--- config.mk ---
export PLATFORM = sky130hd
export DESIGN_NAME = double_ended_queue_top_flat
export DESIGN_NICKNAME = d
export VERILOG_FILES = /design/src/hw/rtl/deq_pkg.sv /design/src/hw/rtl/deq_if.sv /design/src/hw/rtl/deq_ram.sv /design/src/hw/rtl/deq_ctrl.sv /design/src/hw/rtl/deq_dp.sv /design/src/hw/rtl/double_ended_queue_top.sv /design/src/flat_wrapper.sv
export SDC_FILE = /design/constraint.sdc
export NUM_CORES = 1
export LEC_CHECK = 0
export ABC_AREA = 1
export BUFFER_PORTS_ARGS = -buffer_cell sky130_fd_sc_hd__buf_2
export CAP_MARGIN = 20
export CORE_MARGIN = 10
export CORE_UTILIZATION = 40
export DETAILED_ROUTE_END_ITERATION = 8
export PLACE_DENSITY = 0.61
export REMOVE_ABC_BUFFERS = 1
export SYNTH_ARGS = -nofsm -noshare
export SYNTH_HDL_FRONTEND = slang
export SYNTH_HIERARCHICAL = 1
export SYNTH_SLANG_ARGS = --single-unit
export TNS_END_PERCENT = 50
--- constraint.sdc ---
create_clock -name clk -period 7.9 [get_ports clk]
set_clock_uncertainty 0.1 [all_clocks]
set_input_delay 0.79 -clock clk [delete_from_list [all_inputs] [get_ports clk]]
set_output_delay 0.79 -clock clk [all_outputs]
set_load 0.02 [all_outputs]
--- src/hw/rtl/deq_pkg.sv ---
// Shared definitions for the double-ended queue: sizes, command and status codes,
// the controller/datapath command and status structs, and ring-position helpers.
// No dependencies.
package deq_pkg;

  localparam int unsigned CAPACITY = 16;
  localparam int unsigned IDX_W    = $clog2(CAPACITY);
  localparam int unsigned OCC_W    = $clog2(CAPACITY + 1);
  localparam int unsigned DATA_W   = 32;
  localparam int unsigned CMD_W    = 3;
  localparam int unsigned STATUS_W = 2;

  typedef logic [CMD_W-1:0]        command_t;
  typedef logic [STATUS_W-1:0]     status_t;
  typedef logic signed [DATA_W-1:0] element_t;
  typedef logic [IDX_W-1:0]        idx_t;
  typedef logic [OCC_W-1:0]        occ_t;

  localparam command_t CMD_PUSH_RIGHT = 3'd0;
  localparam command_t CMD_PUSH_LEFT  = 3'd1;
  localparam command_t CMD_POP_LEFT   = 3'd2;
  localparam command_t CMD_POP_RIGHT  = 3'd3;
  localparam command_t CMD_DISPLAY    = 3'd4;

  localparam status_t ST_OK    = 2'd0;
  localparam status_t ST_EMPTY = 2'd1;
  localparam status_t ST_FULL  = 2'd2;

  // Commands from the controller to the datapath.
  typedef struct packed {
    logic    push_right;
    logic    push_left;
    logic    pop_left;
    logic    pop_right;
    logic    res_load;
    status_t res_status;
    logic    disp_start;
    logic    disp_emit;
  } deq_cmd_t;

  // Status from the datapath to the controller.
  typedef struct packed {
    logic full;
    logic empty;
    logic out_free;
    logic disp_last;
  } deq_sts_t;

  function automatic idx_t ring_inc(input idx_t p);
    idx_t r;
    if (p == IDX_W'(CAPACITY - 1)) begin
      r = '0;
    end else begin
      r = p + 1'b1;
    end
    return r;
  endfunction

  function automatic idx_t ring_dec(input idx_t p);
    idx_t r;
    if (p == '0) begin
      r = IDX_W'(CAPACITY - 1);
    end else begin
      r = p - 1'b1;
    end
    return r;
  endfunction

  // Both operands are ring positions, so one conditional subtract suffices.
  function automatic idx_t ring_add(input idx_t p, input idx_t o);
    logic [IDX_W:0] s;
    s = {1'b0, p} + {1'b0, o};
    if (s >= (IDX_W + 1)'(CAPACITY)) begin
      s = s - (IDX_W + 1)'(CAPACITY);
    end
    return s[IDX_W-1:0];
  endfunction

endpackage

--- src/hw/rtl/deq_if.sv ---
// Valid/ready channel interfaces for the double-ended queue's command input and
// result output. Depends on deq_pkg.
interface deq_in_if;
  import deq_pkg::*;

  logic     valid;
  logic     ready;
  command_t command;
  element_t value;

  modport source (output valid, output command, output value, input ready);
  modport sink   (input valid, input command, input value, output ready);
endinterface

interface deq_out_if;
  import deq_pkg::*;

  logic     valid;
  logic     ready;
  element_t element;
  status_t  status;
  logic     last;

  modport source (output valid, output element, output status, output last, input ready);
  modport sink   (input valid, input element, input status, input last, output ready);
endinterface

--- src/hw/rtl/deq_ram.sv ---
// Generic single-write, single-read RAM with a registered read port.
// No dependencies.
module deq_ram #(
  parameter int unsigned WIDTH = 32,
  parameter int unsigned DEPTH = 16
) (
  input  logic                     clk,
  input  logic                     we,
  input  logic [$clog2(DEPTH)-1:0] waddr,
  input  logic [WIDTH-1:0]         wdata,
  input  logic                     re,
  input  logic [$clog2(DEPTH)-1:0] raddr,
  output logic [WIDTH-1:0]         rdata
);

  logic [WIDTH-1:0] mem [DEPTH];

  always_ff @(posedge clk) begin
    if (we) begin
      mem[waddr] <= wdata;
    end
    if (re) begin
      rdata <= mem[raddr];
    end
  end

endmodule

--- src/hw/rtl/deq_ctrl.sv ---
// Controller for the double-ended queue: decodes each accepted command and
// sequences the display stream. Depends on deq_pkg.
module deq_ctrl (
  input  logic              clk,
  input  logic              rst_n,
  input  logic              in_valid,
  input  deq_pkg::command_t in_command,
  output logic              in_ready,
  input  deq_pkg::deq_sts_t sts,
  output deq_pkg::deq_cmd_t cmd
);
  import deq_pkg::*;

  localparam logic S_IDLE = 1'b0;
  localparam logic S_DISP = 1'b1;

  logic state_r;
  logic state_nxt;
  logic accept;

  always_comb begin
    cmd       = '0;
    state_nxt = state_r;
    in_ready  = 1'b0;
    accept    = 1'b0;
    case (state_r)
      S_IDLE: begin
        in_ready = sts.out_free;
        accept   = in_valid && sts.out_free;
        if (accept) begin
          case (in_command)
            CMD_PUSH_RIGHT: begin
              cmd.res_load = 1'b1;
              if (sts.full) begin
                cmd.res_status = ST_FULL;
              end else begin
                cmd.push_right = 1'b1;
              end
            end
            CMD_PUSH_LEFT: begin
              cmd.res_load = 1'b1;
              if (sts.full) begin
                cmd.res_status = ST_FULL;
              end else begin
                cmd.push_left = 1'b1;
              end
            end
            CMD_POP_LEFT: begin
              cmd.res_load = 1'b1;
              if (sts.empty) begin
                cmd.res_status = ST_EMPTY;
              end else begin
                cmd.pop_left = 1'b1;
              end
            end
            CMD_POP_RIGHT: begin
              cmd.res_load = 1'b1;
              if (sts.empty) begin
                cmd.res_status = ST_EMPTY;
              end else begin
                cmd.pop_right = 1'b1;
              end
            end
            CMD_DISPLAY: begin
              if (sts.empty) begin
                cmd.res_load   = 1'b1;
                cmd.res_status = ST_EMPTY;
              end else begin
                cmd.disp_start = 1'b1;
                state_nxt      = S_DISP;
              end
            end
            default: begin
              // Unused codes answer with a plain ok and change nothing.
              cmd.res_load   = 1'b1;
              cmd.res_status = ST_OK;
            end
          endcase
        end
      end
      S_DISP: begin
        if (sts.out_free) begin
          cmd.disp_emit = 1'b1;
          if (sts.disp_last) begin
            state_nxt = S_IDLE;
          end
        end
      end
      default: begin
        state_nxt = S_IDLE;
      end
    endcase
  end

  always_ff @(posedge clk) begin
    if (!rst_n) begin
      state_r <= S_IDLE;
    end else begin
      state_r <= state_nxt;
    end
  end

endmodule

--- src/hw/rtl/deq_dp.sv ---
// Datapath for the double-ended queue: end pointer, occupancy, display walker,
// element store and the output register. Depends on deq_pkg, deq_if and deq_ram.
module deq_dp (
  input  logic              clk,
  input  logic              rst_n,
  input  deq_pkg::element_t in_value,
  input  deq_pkg::deq_cmd_t cmd,
  output deq_pkg::deq_sts_t sts,
  deq_out_if.source         out_ch
);
  import deq_pkg::*;

  idx_t     left_r, left_nxt;
  occ_t     occ_r, occ_nxt;
  idx_t     rd_ptr_r, rd_ptr_nxt;
  idx_t     cnt_r, cnt_nxt;
  logic     out_valid_r, out_valid_nxt;
  element_t out_element_r, out_element_nxt;
  status_t  out_status_r, out_status_nxt;
  logic     out_last_r, out_last_nxt;

  logic     ram_we;
  idx_t     ram_waddr;
  logic     ram_re;
  idx_t     ram_raddr;
  element_t ram_rdata;

  always_comb begin
    sts.full      = (occ_r == OCC_W'(CAPACITY));
    sts.empty     = (occ_r == '0);
    sts.out_free  = !out_valid_r || out_ch.ready;
    sts.disp_last = ((OCC_W'(cnt_r) + OCC_W'(1)) == occ_r);
  end

  // The right-end slot is only addressed when the store is not full, so the
  // occupancy fits a ring position there.
  assign ram_we    = cmd.push_right || cmd.push_left;
  assign ram_waddr = cmd.push_left ? ring_dec(left_r) : ring_add(left_r, occ_r[IDX_W-1:0]);
  assign ram_re    = cmd.disp_start || (cmd.disp_emit && !sts.disp_last);
  assign ram_raddr = cmd.disp_start ? left_r : rd_ptr_r;

  deq_ram #(
    .WIDTH (DATA_W),
    .DEPTH (CAPACITY)
  ) u_store (
    .clk   (clk),
    .we    (ram_we),
    .waddr (ram_waddr),
    .wdata (in_value),
    .re    (ram_re),
    .raddr (ram_raddr),
    .rdata (ram_rdata)
  );

  always_comb begin
    left_nxt        = left_r;
    occ_nxt         = occ_r;
    rd_ptr_nxt      = rd_ptr_r;
    cnt_nxt         = cnt_r;
    out_valid_nxt   = out_valid_r && !out_ch.ready;
    out_element_nxt = out_element_r;
    out_status_nxt  = out_status_r;
    out_last_nxt    = out_last_r;

    if (cmd.push_left) begin
      left_nxt = ring_dec(left_r);
    end else if (cmd.pop_left) begin
      left_nxt = ring_inc(left_r);
    end

    if (cmd.push_right || cmd.push_left) begin
      occ_nxt = occ_r + 1'b1;
    end else if (cmd.pop_left || cmd.pop_right) begin
      occ_nxt = occ_r - 1'b1;
    end

    if (cmd.disp_start) begin
      rd_ptr_nxt = ring_inc(left_r);
      cnt_nxt    = '0;
    end else if (cmd.disp_emit) begin
      rd_ptr_nxt = ring_inc(rd_ptr_r);
      cnt_nxt    = cnt_r + 1'b1;
    end

    if (cmd.res_load) begin
      out_valid_nxt   = 1'b1;
      out_element_nxt = '0;
      out_status_nxt  = cmd.res_status;
      out_last_nxt    = 1'b1;
    end else if (cmd.disp_emit) begin
      out_valid_nxt   = 1'b1;
      out_element_nxt = ram_rdata;
      out_status_nxt  = ST_OK;
      out_last_nxt    = sts.disp_last;
    end
  end

  always_ff @(posedge clk) begin
    if (!rst_n) begin
      left_r      <= '0;
      occ_r       <= '0;
      rd_ptr_r    <= '0;
      cnt_r       <= '0;
      out_valid_r <= 1'b0;
    end else begin
      left_r      <= left_nxt;
      occ_r       <= occ_nxt;
      rd_ptr_r    <= rd_ptr_nxt;
      cnt_r       <= cnt_nxt;
      out_valid_r <= out_valid_nxt;
    end
  end

  always_ff @(posedge clk) begin
    out_element_r <= out_element_nxt;
    out_status_r  <= out_status_nxt;
    out_last_r    <= out_last_nxt;
  end

  assign out_ch.valid   = out_valid_r;
  assign out_ch.element = out_element_r;
  assign out_ch.status  = out_status_r;
  assign out_ch.last    = out_last_r;

endmodule

--- src/hw/rtl/double_ended_queue_top.sv ---
// Top level of the double-ended queue: a bounded deque of signed 32-bit values
// in a ring store. Depends on deq_pkg, deq_if, deq_ctrl and deq_dp.
//
// Usage:
//   in_ch carries one command per item (push right, push left, pop left,
//   pop right, display) with the value to push. out_ch carries result items:
//   element, status (ok, empty, full) and last, which marks the final result
//   of a command. Pops return their status only.
//   A push, pop or unused code gives one result, registered in the cycle after
//   the item is accepted; another item can be taken every cycle while the
//   receiver keeps up, since the output register is refilled as it drains.
//   A display of N elements gives N results: the first passes through the
//   store's registered read port and then the output register; the rest
//   follow one per cycle while the receiver keeps up, paced by that single
//   read port. Input is held off until the last element has been loaded.
//   A display or pop on an empty queue gives one empty result; a push into a
//   full queue gives one full result and the value is dropped.
//   Reset (synchronous, active low) empties the queue and the output register;
//   the store contents are not cleared, as only occupied entries are read.
//   When the receiver stalls, the pending result is held and no further item
//   is accepted until the output register can take its result.
module double_ended_queue_top (
  input logic       clk,
  input logic       rst_n,
  deq_in_if.sink    in_ch,
  deq_out_if.source out_ch
);
  import deq_pkg::*;

  deq_cmd_t cmd;
  deq_sts_t sts;

  deq_ctrl u_ctrl (
    .clk        (clk),
    .rst_n      (rst_n),
    .in_valid   (in_ch.valid),
    .in_command (in_ch.command),
    .in_ready   (in_ch.ready),
    .sts        (sts),
    .cmd        (cmd)
  );

  deq_dp u_dp (
    .clk      (clk),
    .rst_n    (rst_n),
    .in_value (in_ch.value),
    .cmd      (cmd),
    .sts      (sts),
    .out_ch   (out_ch)
  );

  // A result is only ever loaded into a free output register.
  a_load_when_free : assert property (@(posedge clk) disable iff (!rst_n)
    (cmd.res_load || cmd.disp_emit) |-> sts.out_free)
    else $error("result loaded while the output register was occupied");

  // No new item is taken while a display is streaming.
  a_no_accept_in_disp : assert property (@(posedge clk) disable iff (!rst_n)
    cmd.disp_emit |-> !in_ch.ready)
    else $error("input ready during display");

  // A successful push always leaves the queue non-empty.
  a_push_fills : assert property (@(posedge clk) disable iff (!rst_n)
    (cmd.push_right || cmd.push_left) |=> !sts.empty)
    else $error("queue empty after a push");

  // Once a display has started, the input is held off in the following cycle.
  a_disp_start_blocks : assert property (@(posedge clk) disable iff (!rst_n)
    cmd.disp_start |=> !in_ch.ready)
    else $error("input ready right after a display started");

endmodule
--- src/flat_wrapper.sv ---
// flat-port wrapper written by rule: the top's interface ports become plain ports
module double_ended_queue_top_flat import deq_pkg::*;
  (clk, rst_n, in_ch_valid, in_ch_command, in_ch_value, in_ch_ready, out_ch_valid, out_ch_element, out_ch_status, out_ch_last, out_ch_ready);
  deq_in_if in_ch_i ();
  deq_out_if out_ch_i ();
  input logic clk;
  input logic rst_n;
  input wire logic [$bits(in_ch_i.valid)-1:0] in_ch_valid;
  input wire logic [$bits(in_ch_i.command)-1:0] in_ch_command;
  input wire logic [$bits(in_ch_i.value)-1:0] in_ch_value;
  output wire logic [$bits(in_ch_i.ready)-1:0] in_ch_ready;
  output wire logic [$bits(out_ch_i.valid)-1:0] out_ch_valid;
  output wire logic [$bits(out_ch_i.element)-1:0] out_ch_element;
  output wire logic [$bits(out_ch_i.status)-1:0] out_ch_status;
  output wire logic [$bits(out_ch_i.last)-1:0] out_ch_last;
  input wire logic [$bits(out_ch_i.ready)-1:0] out_ch_ready;
  assign in_ch_i.valid = in_ch_valid;
  assign in_ch_i.command = in_ch_command;
  assign in_ch_i.value = in_ch_value;
  assign in_ch_ready = in_ch_i.ready;
  assign out_ch_valid = out_ch_i.valid;
  assign out_ch_element = out_ch_i.element;
  assign out_ch_status = out_ch_i.status;
  assign out_ch_last = out_ch_i.last;
  assign out_ch_i.ready = out_ch_ready;
  double_ended_queue_top u_core (.clk(clk), .rst_n(rst_n), .in_ch(in_ch_i), .out_ch(out_ch_i));
endmodule
# Yosys cells after proc, flatten, opt, wreduce, memory -nomap -nowiden
# Memory sizes are Yosys's and may differ from the RTL's. A register that Yosys moved wholly into a read port is not among the register bits.
# Index checks and enable logic that the tools add are counted.
# Widths: inputs -> output; s select.
[word_totals]
memories = 1
inputBits = 39
ramBits = 512
out_inout_bits = 37
register_bits = 54
word_cells = 88
[memory_table]
columns = ["memory", "depth", "word_bits", "rd", "rd_ports_with_merged_regs", "wr", "line", "text"]
rows = [
  ["u_core.u_dp.u_store.mem", 16, 32, 1, 1, 1, "deq_ram.sv:16", "logic [WIDTH-1:0] mem [DEPTH];"],
]
[classes]
mux = 38
n_eq_ne = 8
magnitude_cmp = 1
add_sub_neg = 9
n_reduce_logical = 20
n_bitwise = 2
[ops]
columns = ["op", "count"]
rows = [
  ["$mux 4", 10],
  ["$mux 1", 18],
  ["$mux 8", 2],
  ["$add 4x1->4 const B", 3],
  ["$mux 5", 2],
  ["$pmux 3 s3", 1],
  ["$eq 4x4->1 const B", 2],
  ["$reduce_bool 2->1", 4],
  ["$sub 4x1->4 const B", 2],
  ["$eq 3x2->1 const B", 2],
  ["$mux 2", 3],
  ["$reduce_or 2->1", 3],
  ["$add 4x1->5 const B", 1],
  ["$add 4x4->5", 1],
  ["$add 5x1->5 const B", 1],
  ["$eq 5x5->1", 1],
  ["$eq 5x5->1 const B", 1],
  ["$ge 5x5->1 const B", 1],
  ["$logic_not 5->1", 1],
  ["$sub 5x1->5 const B", 1],
  ["$logic_not 4->1", 1],
  ["$logic_or 1x1->1", 4],
  ["$eq 3x1->1 const B", 1],
  ["$eq 3x3->1 const B", 1],
  ["other kinds (6)", 11],
]

# Logic depth before layout (Yosys ltp)
# Gate-level depths: netlist of the first run.
[depth]
word_depth = 8
mapped_depth = 19
mapped_depth_nobuf = 15

# Modules after synthesis
# Netlist of the first run, hierarchy kept.
[modules_own_cells]
columns = ["module", "seq_area_each_um2", "n_inst", "area_per_inst_um2", "cells_per_inst"]
rows = [
  ["deq_ram", 16335.7, 1, 23050.9, 2120],
  ["deq_dp", 1081.0, 1, 2631.3, 368],
  ["deq_ctrl", 20.0, 1, 187.7, 29],
]

# Worst setup path after synthesis of the first run
# No wires, ideal clock.
[synth_path]
kind = "input port to flip-flop"
from = "in out_ch_ready"
to = "mem u_core.u_dp.u_store.mem[15][0], enable pin"
setup_ns = 0.421
cell_stages = 12
setup_slack_ns = 3.680
n_path_buf = 1
t_arrival_ns = 3.699
required_time_ns = 7.379
path_cell_list = "inv_1 -> nand2_1 -> inv_2 -> nor2_4 -> nand2_4 -> nor4_1 -> buf_6 -> inv_1 -> or2_2 -> o21ai_0 -> nand2_1 -> nor2_1"
[synth_lines]
columns = ["item", "line", "text"]
rows = [
  ["start: declaration", "flat_wrapper.sv:16", "input wire logic [$bits(out_ch_i.ready)-1:0] out_ch_ready;"],
  ["end: declaration", "deq_ram.sv:16", ""],
]

==> qor.csv, run 1 <==
stage,metric,value,unit
run_status,outcome,"complete, no violations",
floorplanning,Die Ht,274.3,um
synth,share of flip-flops with an asynchronous set or reset,0,
sta,endpoints failing hold,0,
worst_setup_path,WP data arrival,4.72,ns
global_route,first-pass GRT wire length,97930,um
worst_setup_path,CP required,8.18,ns
layout,nets@finish,2619,
clock_tree,CTS root buffer,clkbuf_16,
clock_tree,Clock Sinks,598,
global_route,initial antenna violation count,6,
sta,Slew HR,0.2695,
synth,ranking of synthesized cells by area,"edfxtp_1 (63%), nand2_1 (11%), nand3_1 (7.9%)",
worst_setup_path,CP max stage cell,buf_4,
synth,Post-Syn Instances,2517,
synth,Synth top cells by count,"nand2_1 (737), edfxtp_1 (546), inv_1 (436)",
synth,Synth cell types,39,
routing,Post-DRT Antenna Nets,0,
worst_hold_path,worst hold path type,reg2reg,
clock_tree,Post-CTS Setup Repair Bufs,0,
synth,compound-cell area share of the yosys netlist,0.01572,
power,Gate power share,0.082,
global_route,grt ovf,0,
worst_setup_path,crit path buf inv count,5,
synth,simple-gate portion of the synthesized area,0.2079,
clock_tree,CTS Hold Buffers Added,0,
routing,DR iter-0 viols,1612,
placement,port bufs,75,
synth,most common cell in the synthesized netlist,nand2_1,
sta,setup violators final,0,
synth,post-synthesis cell area,25870,um2
synth,largest family of logic cells by synthesized area,simple AND/OR/NAND/NOR gates,
routing,detailed-route DRC error count,0,
synth,Synth Area in XOR/XNOR,0.001354,
synth,Yosys top cell by area,edfxtp_1,
layout,fillers,5899,
worst_setup_path,startpoint types,register,
layout,share of layout cells above drive strength 1,0.09386,
power,Clock power frac,0.414,
synth,"Avg Cell Area, Syn",10.28,um2
worst_setup_path,"Top cell by count, worst path",nand2_1,
clock_tree,PostCTS Resize Cnt,0,
power,PwrDens,243.4,nW/um2
worst_setup_path,CP max FO,91,
placement,DP HPWL,32590,um
clock_tree,clock slew at reported path FFs,0.06,ns
placement,GP Congestion,0.8044,
floorplanning,core area,64230,um2
clock_tree,CTS H-tree lvls,2,
power,Int Pwr,5.396,mW
clock_tree,CTS tree,yes,
floorplanning,die area,75250,um2
power,sequential power share,0.504,
routing,drt pass-1 iters,7,
synth,Yosys reg bits,598,
synth,Post-synth EDFFs,546,
floorplanning,FP Rows,93,
layout,Area Growth Syn to Fin,12.13,%
worst_setup_path,Setup CP Type,reg2reg,
worst_setup_path,Worst Setup End Kind,register,
power,Sw Share,0.2358,
synth,Most used DFF post-synth,edfxtp_1,
sta,max frequency,0.2253,GHz
worst_setup_path,critical-path cell list,inv_1 -> nand4_1 -> nor2_1 -> inv_1 -> nand3_4 -> nor2_4 -> nand2_1 -> o21ai_4 -> buf_4 -> inv_6 -> buf_4 -> nand2_1 -> nand2_1 -> nand2_1 -> nand3_1 -> nand3_1 -> nand2_1,
synth,share of the synthesized area in the top cell type,0.6338,
flow_run,max-cap violations,0,
routing,vias post-DR,17210,
clock_tree,TritonCTS buffer count,61,
floorplanning,Ports,76,
power,Switch Pwr,1.665,mW
clock_tree,Clock Path Buffers,3,
synth,Synth Area in Adders,0.006384,
routing,Avg WL per Cell,18.45,um
power,Leak,12.21,nW
sta,Worst-Margin Slew,1.096,ns
global_route,largest net degree at the start of global routing,98,
sta,RSZ-0062 raised after global routing,no,
sta,post-route clock period utilization,0.5618,
floorplanning,Die X,274.3,um
synth,synth warn,6,
clock_tree,clock latency on the worst-skew pair,0.64,ns
synth,sequential-to-total area share from yosys stat,0.6740,
global_route,number of global-route vias before repair,16440,
synth,post-synthesis mux area share,0,
worst_setup_path,worst stage delay on the critical path,0.75,ns
sta,fin. max-slew vios,0,
sta,Min Hold Slack,0.3703,ns
worst_setup_path,CP top delay family,buffers and inverters,
routing,final wirelength,64150,um
floorplanning,initial core utilization,0.4028,
global_route,Tot GR Track Use,0.1695,
sta,Final Critical Period,4.438,ns
sta,Final TNS setup,0,ns
power,Worst VDD drop,169.8,uV
routing,Vias/cell,4.949,
-- worst min-delay path: cells and delay by family, from the launching register on --
family / cells / cell delay, ns
flip-flops: 1 / 0.32
AND/OR/NAND/NOR: 2 / 0.12
-- power groups by stage --
stage | registers (mW) | logic [mW] | clock network [mW]
floorplan | 3.64 | 0.433 | 0
global placement | 3.62 | 0.565 | 0
detailed placement | 3.62 | 0.578 | 0
CTS | 3.56 | 0.581 | 2.99
global route | 3.56 | 0.653 | 3.12
finish | 3.56 | 0.579 | 2.93
-- state kept, by name, indices dropped and copies added, names as in the netlist --
signal                      count
u_core/u_ctrl/state_r           1
u_core/u_dp/cnt_r               4
u_core/u_dp/left_r              4
u_core/u_dp/occ_r               5
u_core/u_dp/out_ch.element     32
u_core/u_dp/out_ch.last         1
u_core/u_dp/out_ch.status       2
u_core/u_dp/out_ch.valid        1
u_core/u_dp/rd_ptr_r            4
u_core/u_dp/u_store/mem       512
u_core/u_dp/u_store/rdata      32
-- layout by cell type, fill, tap and decap left out, drive strengths merged --
| cell | n |
|---|---|
| nor3b | 1 |
| buf | 108 |
| a22oi | 1 |
| clkinvlp | 4 |
| xor2 | 3 |
| nand3b | 3 |
| fa | 2 |
| nor4 | 4 |
| bufinv | 9 |
| nand3 | 411 |
| edfxtp | 546 |
| a31oi | 2 |
| nand2 | 738 |
| dfxtp | 52 |
| nor2 | 101 |
| clkbuf | 69 |
| diode | 1 |
| xnor2 | 1 |
| a21boi | 1 |
| inv | 440 |
| ha | 10 |
| o211ai | 2 |
| nand4 | 6 |
| a21oi | 16 |
| o21ai | 53 |
| o21a | 1 |
| a211oi | 1 |
| or2 | 2 |
| clkinv | 34 |
-- layer usage --
metal / up-vias / global-route usage / part of all wire / wire [um]
met5: - / 0 / 0.00064 / 41
met4: 8 / 0.05162 / 0.025 / 1576
met3: 123 / 0.03206 / 0.077 / 4918
met2: 570 / 0.2663 / 0.46 / 29210
met1: 8252 / 0.2349 / 0.44 / 28410
li1: 8255 / - / - / -
-- through the flow --
stage	total power [mW]	utilization	instance area, um2	instances	setup WS, ns
floorplan	4.068	-	25080	2397	-14.55
CTS	7.127	0.4512	28980	3475	3.478
global placement	4.188	0.4195	26940	3359	3.270
detailed placement	4.202	0.4195	26940	3359	3.237
finish	7.062	0.4516	29010	3477	3.462
global route	7.335	0.4516	29000	3476	3.082
-- layout make-up --
class,instances,area (um2),share of cell area
sequential,598,17440,0.6011
multi-input combinational,1359,6158,0.2123
inverter,440,1664,0.05737
clock buffer,69,1556,0.05366
tap,855,1070,0.03688
timing repair buffer,108,635.6,0.02191
clock inverter,47,483.0,0.01665
antenna,1,2.502,0.00008627
-- final timing paths --
kind | startpoint | end | slack [ns] | cells past startpoint
min reg2reg | u_core/u_dp/u_store/rdata[12] | u_core/u_dp/out_ch.element[12] | 0.37 | 2
max | u_core/u_dp/occ_r[1] | u_core/u_dp/u_store/rdata[15] | 3.46 | 17
min | u_core/u_dp/u_store/rdata[12] | u_core/u_dp/out_ch.element[12] | 0.37 | 2
max reg2reg | u_core/u_dp/occ_r[1] | u_core/u_dp/u_store/rdata[15] | 3.46 | 17
-- cells by family after synthesis --
group | count (synthesis)
xor gates and xnor gates | 4
DFF | 598
buffers and inverters | 560
AOI/OAI and AO/OA | 77
adders and majority gates | 12
and+or+nand+nor | 1266
Note: power is estimated with default switching activity, not from simulation.
==> inputs of run 2 (changes only) <==
clock period = 4.1 ns   (was 7.9 ns; I/O delays follow)
==> qor.csv, run 2 (same netlist as run 1, synthesis figures left out) <==
stage,metric,value,unit,change
routing,Vias/cell,4.927,,-0.45%
clock_tree,clock latency on the worst-skew pair,0.63,ns,about the same
clock_tree,TritonCTS buffer count,60,,-1.6%
clock_tree,clock slew at reported path FFs,0.06,ns,about the same
placement,placed inst area,27300,um2,+1.3%
clock_tree,CTS H-tree lvls,2,,unchanged
routing,detailed-route DRC error count,0,,unchanged
flow_run,max-cap violations,0,,unchanged
global_route,initial antenna violation count,5,,-1
clock_tree,Clock Path Buffers,3,,unchanged
global_route,Tot GR Track Use,0.1706,,+0.001197
power,Final Power,13.49,mW,+91%
routing,DR iter-0 viols,1554,,-3.6%
power,PwrDens,460.4,nW/um2,+89%
layout,"most common cell after layout, fill and taps aside",nand2_1,,
routing,Avg WL per Cell,18.54,um,+0.47%
routing,final wirelength,64730,um,+0.90%
sta,Worst-Margin Slew,1.064,ns,-0.03139 ns
clock_tree,CTS tree,yes,,
power,Worst VDD drop,335.9,uV,+98%
worst_setup_path,CP max stage cell,nor2_4,,
worst_setup_path,crit path buf inv count,4,,-1
global_route,number of global-route vias before repair,16690,,+1.5%
sta,fin. max-slew vios,0,,unchanged
global_route,first-pass GRT wire length,98610,um,+0.70%
sta,RSZ-0062 raised after global routing,no,,
routing,Post-DRT Antenna Nets,0,,unchanged
worst_setup_path,startpoint types,register,,
routing,drt pass-1 iters,5,,-2
run_status,outcome,"complete, no violations",,
worst_setup_path,Worst Setup End Kind,register,,
sta,setup violators final,0,,unchanged
global_route,largest net degree at the start of global routing,155,,+58%
worst_setup_path,"Top cell by count, worst path",inv_1,,
floorplanning,initial core utilization,0.4028,,unchanged
clock_tree,CTS Hold Buffers Added,0,,unchanged
sta,endpoints failing hold,0,,unchanged
worst_setup_path,CP top delay family,simple AND/OR/NAND/NOR gates,,
clock_tree,CTS root buffer,clkbuf_16,,
layout,most frequent cells in the layout,"nand2_1 (736), edfxtp_1 (546), inv_1 (432), nand3_1 (409), nor2_1 (79)",,
clock_tree,Clock Sinks,598,,unchanged
power,Leak,12.32,nW,+0.93%
sta,post-route clock period utilization,0.8513,,+0.2895
sta,max frequency,0.2865,GHz,+27%
floorplanning,core area,64230,um2,unchanged
sta,Final Critical Period,3.490,ns,-0.9480 ns
layout,Biggest register,u_core/u_dp/u_store/mem,,
worst_setup_path,critical-path cell list,inv_1 -> nand4_1 -> nor2_1 -> nor4_2 -> buf_4 -> inv_1 -> or2_2 -> o21ai_0 -> nand2_1 -> nor2_4 -> buf_12,,
global_route,grt ovf,0,,unchanged
layout,max reg flops,512,,unchanged
placement,GP Congestion,0.8391,,+4.3%
floorplanning,Ports,76,,unchanged
worst_setup_path,CP required,4.33,ns,-3.85 ns
worst_setup_path,CP max FO,13,,-86%
layout,n_diodes,0,,-1
worst_setup_path,worst stage delay on the critical path,0.56,ns,-0.19 ns
layout,Area Growth Syn to Fin,13.23,%,
routing,vias post-DR,17200,,-0.023%
layout,nets@finish,2638,,+0.73%
clock_tree,Post-CTS Setup Repair Bufs,0,,unchanged
worst_setup_path,WP data arrival,3.72,ns,-1.00 ns
worst_hold_path,worst hold path type,in2reg,,
placement,DP HPWL,34810,um,+6.8%
clock_tree,PostCTS Resize Cnt,0,,unchanged
placement,port bufs,75,,unchanged
floorplanning,FP Rows,93,,unchanged
layout,design area,29290,um2,+0.98%
sta,Slew HR,0.2877,,+0.01824
worst_setup_path,Setup CP Type,reg2reg,,
layout,share of layout cells above drive strength 1,0.09898,,+0.005119
floorplanning,die area,75250,um2,unchanged
floorplanning,Die Ht,274.3,um,unchanged
floorplanning,Die X,274.3,um,unchanged
## run 2: changes by cell type in the layout (fill, tap and decap cells not counted)
cell | before | now
buf_12 | 1 | 16
buf_4 | 32 | 37
bufinv_16 | 9 | 6
clkbuf_1 | 8 | 13
clkbuf_8 | 0 | 2
clkinv_1 | 12 | 8
clkinv_16 | 0 | 1
clkinv_2 | 20 | 11
clkinv_4 | 0 | 4
clkinv_8 | 2 | 1
clkinvlp_4 | 4 | 5
diode_2 | 1 | 0
inv_4 | 1 | 2
inv_6 | 3 | 2
## run 2: cell type report
| class | instances | area, um2 |
|---|---|---|
| clock buffer | 76 | 1603 |
| clock inverter | 36 | 389.1 |
| fill | 5894 | 34940 |
| inverter | 440 | 1662 |
| multi-input combinational | 1359 | 6158 |
| sequential | 598 | 17440 |
| tap | 855 | 1070 |
| timing repair buffer | 128 | 973.4 |
## run 2: per-layer routing
metal	vias to the layer above	routed length, um	GRT usage
met2	572	29610	0.2692
met1	8207	28410	0.2348
met5	-	49	0
met3	122	4983	0.03432
met4	8	1683	0.05090
li1	8295	-	-
## run 2: power by group
group	total, mW	internal (mW)	switching, mW
Clock	5.47	3.16	2.32
Sequential	6.85	6.79	0.0559
Combinational	1.16	0.334	0.828
## run 2: final timing paths
path	slack [ns]	depth (start not counted)	startpoint	to
setup reg to reg	0.61	11	u_core/u_dp/occ_r[1]	u_core/u_dp/u_store/mem[6][12]
setup / recovery	0.61	11	u_core/u_dp/occ_r[1]	u_core/u_dp/u_store/mem[6][12]
hold / removal	0.04	1	in_ch_value[19]	u_core/u_dp/u_store/mem[1][19]
hold reg to reg	0.37	2	u_core/u_dp/u_store/rdata[1]	u_core/u_dp/out_ch.element[1]
## run 2: through the flow
step | std cells | hold WS (ns) | setup slack [ns] | TNS, ns | utilization
floorplan | 2397 | 0.3475 | -18.15 | -881.59 | -
global placement | 3380 | 0.3550 | 0.6710 | 0 | 0.4250
detailed placement | 3380 | 0.3641 | 0.6465 | 0 | 0.4250
CTS | 3492 | 0.01757 | 0.6599 | 0 | 0.4560
global route | 3492 | 0.03000 | 0.4038 | 0 | 0.4560
finish | 3492 | 0.04382 | 0.6098 | 0 | 0.4560
==> inputs of run 3 (changes only) <==
CTS_BUF_LIST = sky130_fd_sc_hd__clkbuf_8   (was unset)
==> qor.csv, run 3 (same netlist as run 1, synthesis figures left out) <==
stage,metric,value,unit,change
flow_run,max-cap violations,0,,unchanged
global_route,first-pass GRT wire length,100200,um,+1.6%
routing,drt pass-1 iters,5,,unchanged
worst_setup_path,"Top cell by count, worst path",inv_1,,
worst_setup_path,WP data arrival,3.79,ns,+0.07 ns
clock_tree,Clock Sinks,598,,unchanged
sta,setup violators final,0,,unchanged
routing,final wirelength,65700,um,+1.5%
sta,endpoints failing hold,0,,unchanged
sta,fin. max-slew vios,0,,unchanged
sta,max frequency,0.2847,GHz,-0.62%
sta,post-route clock period utilization,0.8566,,+0.005308
placement,Post-Place Cells,3380,,unchanged
sta,Final Critical Period,3.512,ns,+0.02176 ns
clock_tree,TritonCTS buffer count,98,,+63%
layout,Area Growth Syn to Fin,14.04,%,
global_route,number of global-route vias before repair,17160,,+2.8%
floorplanning,Ports,76,,unchanged
sta,RSZ-0062 raised after global routing,no,,
routing,vias post-DR,17600,,+2.3%
floorplanning,Die X,274.3,um,unchanged
routing,Post-DRT Antenna Nets,0,,unchanged
layout,share of layout cells above drive strength 1,0.1076,,+0.008610
routing,Vias/cell,4.890,,-0.75%
worst_setup_path,Worst Setup End Kind,register,,
floorplanning,Die Ht,274.3,um,unchanged
floorplanning,FP Rows,93,,unchanged
worst_setup_path,CP max FO,13,,unchanged
worst_setup_path,CP max stage cell,nor2_4,,
floorplanning,die area,75250,um2,unchanged
layout,"non-filler cells, final",3599,,+3.1%
layout,Biggest register,u_core/u_dp/u_store/mem,,
clock_tree,clock latency on the worst-skew pair,0.70,ns,+0.07 ns
worst_setup_path,crit path buf inv count,4,,unchanged
power,Final Power,12.93,mW,-4.1%
power,PwrDens,438.2,nW/um2,-4.8%
worst_setup_path,Setup CP Type,reg2reg,,
clock_tree,PostCTS Resize Cnt,0,,unchanged
global_route,initial antenna violation count,5,,unchanged
worst_setup_path,worst stage delay on the critical path,0.54,ns,-0.02 ns
worst_setup_path,CP required,4.38,ns,+0.05 ns
routing,Avg WL per Cell,18.26,um,-1.5%
layout,most frequent cells in the layout,"nand2_1 (736), edfxtp_1 (546), inv_1 (469), nand3_1 (409), clkbuf_8 (105)",,
sta,Worst-Margin Slew,1.085,ns,+0.02093 ns
floorplanning,core area,64230,um2,unchanged
sta,Slew HR,0.2737,,-0.01401
clock_tree,CTS H-tree lvls,3,,+1
clock_tree,CTS tree,yes,,
global_route,Tot GR Track Use,0.1736,,+0.002980
routing,detailed-route DRC error count,0,,unchanged
power,Leak,12.59,nW,+2.2%
run_status,outcome,"complete, no violations",,
placement,DP HPWL,34810,um,unchanged
layout,max reg flops,512,,unchanged
layout,"most common cell after layout, fill and taps aside",nand2_1,,
worst_setup_path,CP top delay family,simple AND/OR/NAND/NOR gates,,
worst_setup_path,startpoint types,register,,
clock_tree,clock slew at reported path FFs,0.06,ns,about the same
global_route,grt ovf,0,,unchanged
power,Worst VDD drop,214.9,uV,-36%
floorplanning,initial core utilization,0.4028,,unchanged
clock_tree,CTS root buffer,clkbuf_8,,
global_route,largest net degree at the start of global routing,155,,unchanged
layout,fillers,5939,,+0.76%
layout,nets@finish,2710,,+2.7%
routing,DR iter-0 viols,1652,,+6.3%
placement,GP Congestion,0.8391,,unchanged
worst_hold_path,worst hold path type,in2reg,,
clock_tree,Clock Path Buffers,3,,unchanged
placement,port bufs,75,,unchanged
worst_setup_path,critical-path cell list,inv_1 -> nand4_1 -> nor2_1 -> nor4_2 -> buf_4 -> inv_1 -> or2_2 -> o21ai_0 -> nand2_1 -> nor2_4 -> buf_12,,
[run 3: cell types whose count changed in the layout (fill, tap and decap cells not counted), sizes merged]
cell,change
diode,+2
clkinvlp,-2
clkbuf,+29
inv,+38
clkinv,+10
dlygate4sd3,+34
bufinv,-4
[run 3: through the flow]
stage	area, um2	setup slack [ns]	TNS [ns]	utilization	hold slack, ns
5_1_grt	29500	0.3724	0	0.4593	0.09122
3_3_place_gp	27300	0.6710	0	0.4250	0.3550
2_1_floorplan	25080	-18.15	-881.59	-	0.3475
6_report	29500	0.5880	0	0.4593	0.09433
4_1_cts	29500	0.6212	0	0.4592	0.03263
3_5_place_dp	27300	0.6465	0	0.4250	0.3641
[run 3: worst min-delay path, cell delays in order]
cell and delay, ns:
buf_2 0.12, nand3_4 0.09, nor2_4 0.09, nor2_2 0.10, nor2_2 0.03
[run 3: metal layers]
layer  vias up  GRT usage  part of all wire
met5         -          0           0.00023
met1      8468     0.2381              0.45
met3       120    0.03310             0.070
li1       8460          -                 -
met4         4    0.06160             0.025
met2       547     0.2718              0.46
[run 3: power breakdown]
part	switching, mW	internal, mW
sequential	0.0563	6.80
clock	2.37	2.51
combinational	0.841	0.355
total	3.27	9.66
[run 3: path summary, 6_finish.rpt]
check / endpoint / depth (start not counted) / start / slack, ns
max reg2reg: u_core/u_dp/u_store/mem[6][12] / 11 / u_core/u_dp/occ_r[1] / 0.59
max: u_core/u_dp/u_store/mem[6][12] / 11 / u_core/u_dp/occ_r[1] / 0.59
min: u_core/u_ctrl/state_r / 5 / in_ch_command[2] / 0.09
min reg2reg: u_core/u_dp/out_ch.element[22] / 2 / u_core/u_dp/u_store/rdata[22] / 0.36
[run 3: repair_timing]
action                                 in CTS  in global routing
endpoints found under the hold margin     520                  0
setup buffers                               0                  0
hold buffers                               34                  0
[run 3: cell type report]
type,count,area (um2),share of cell area
Sequential cell,598,17440,0.5910
Multi-Input combinational cell,1359,6158,0.2087
Inverter,440,1662,0.05632
Clock buffer,105,1445,0.04898
Timing Repair Buffer,162,1314,0.04453
Tap cell,855,1070,0.03626
Clock inverter,78,411.6,0.01395
Antenna cell,2,5.005,0.0001696
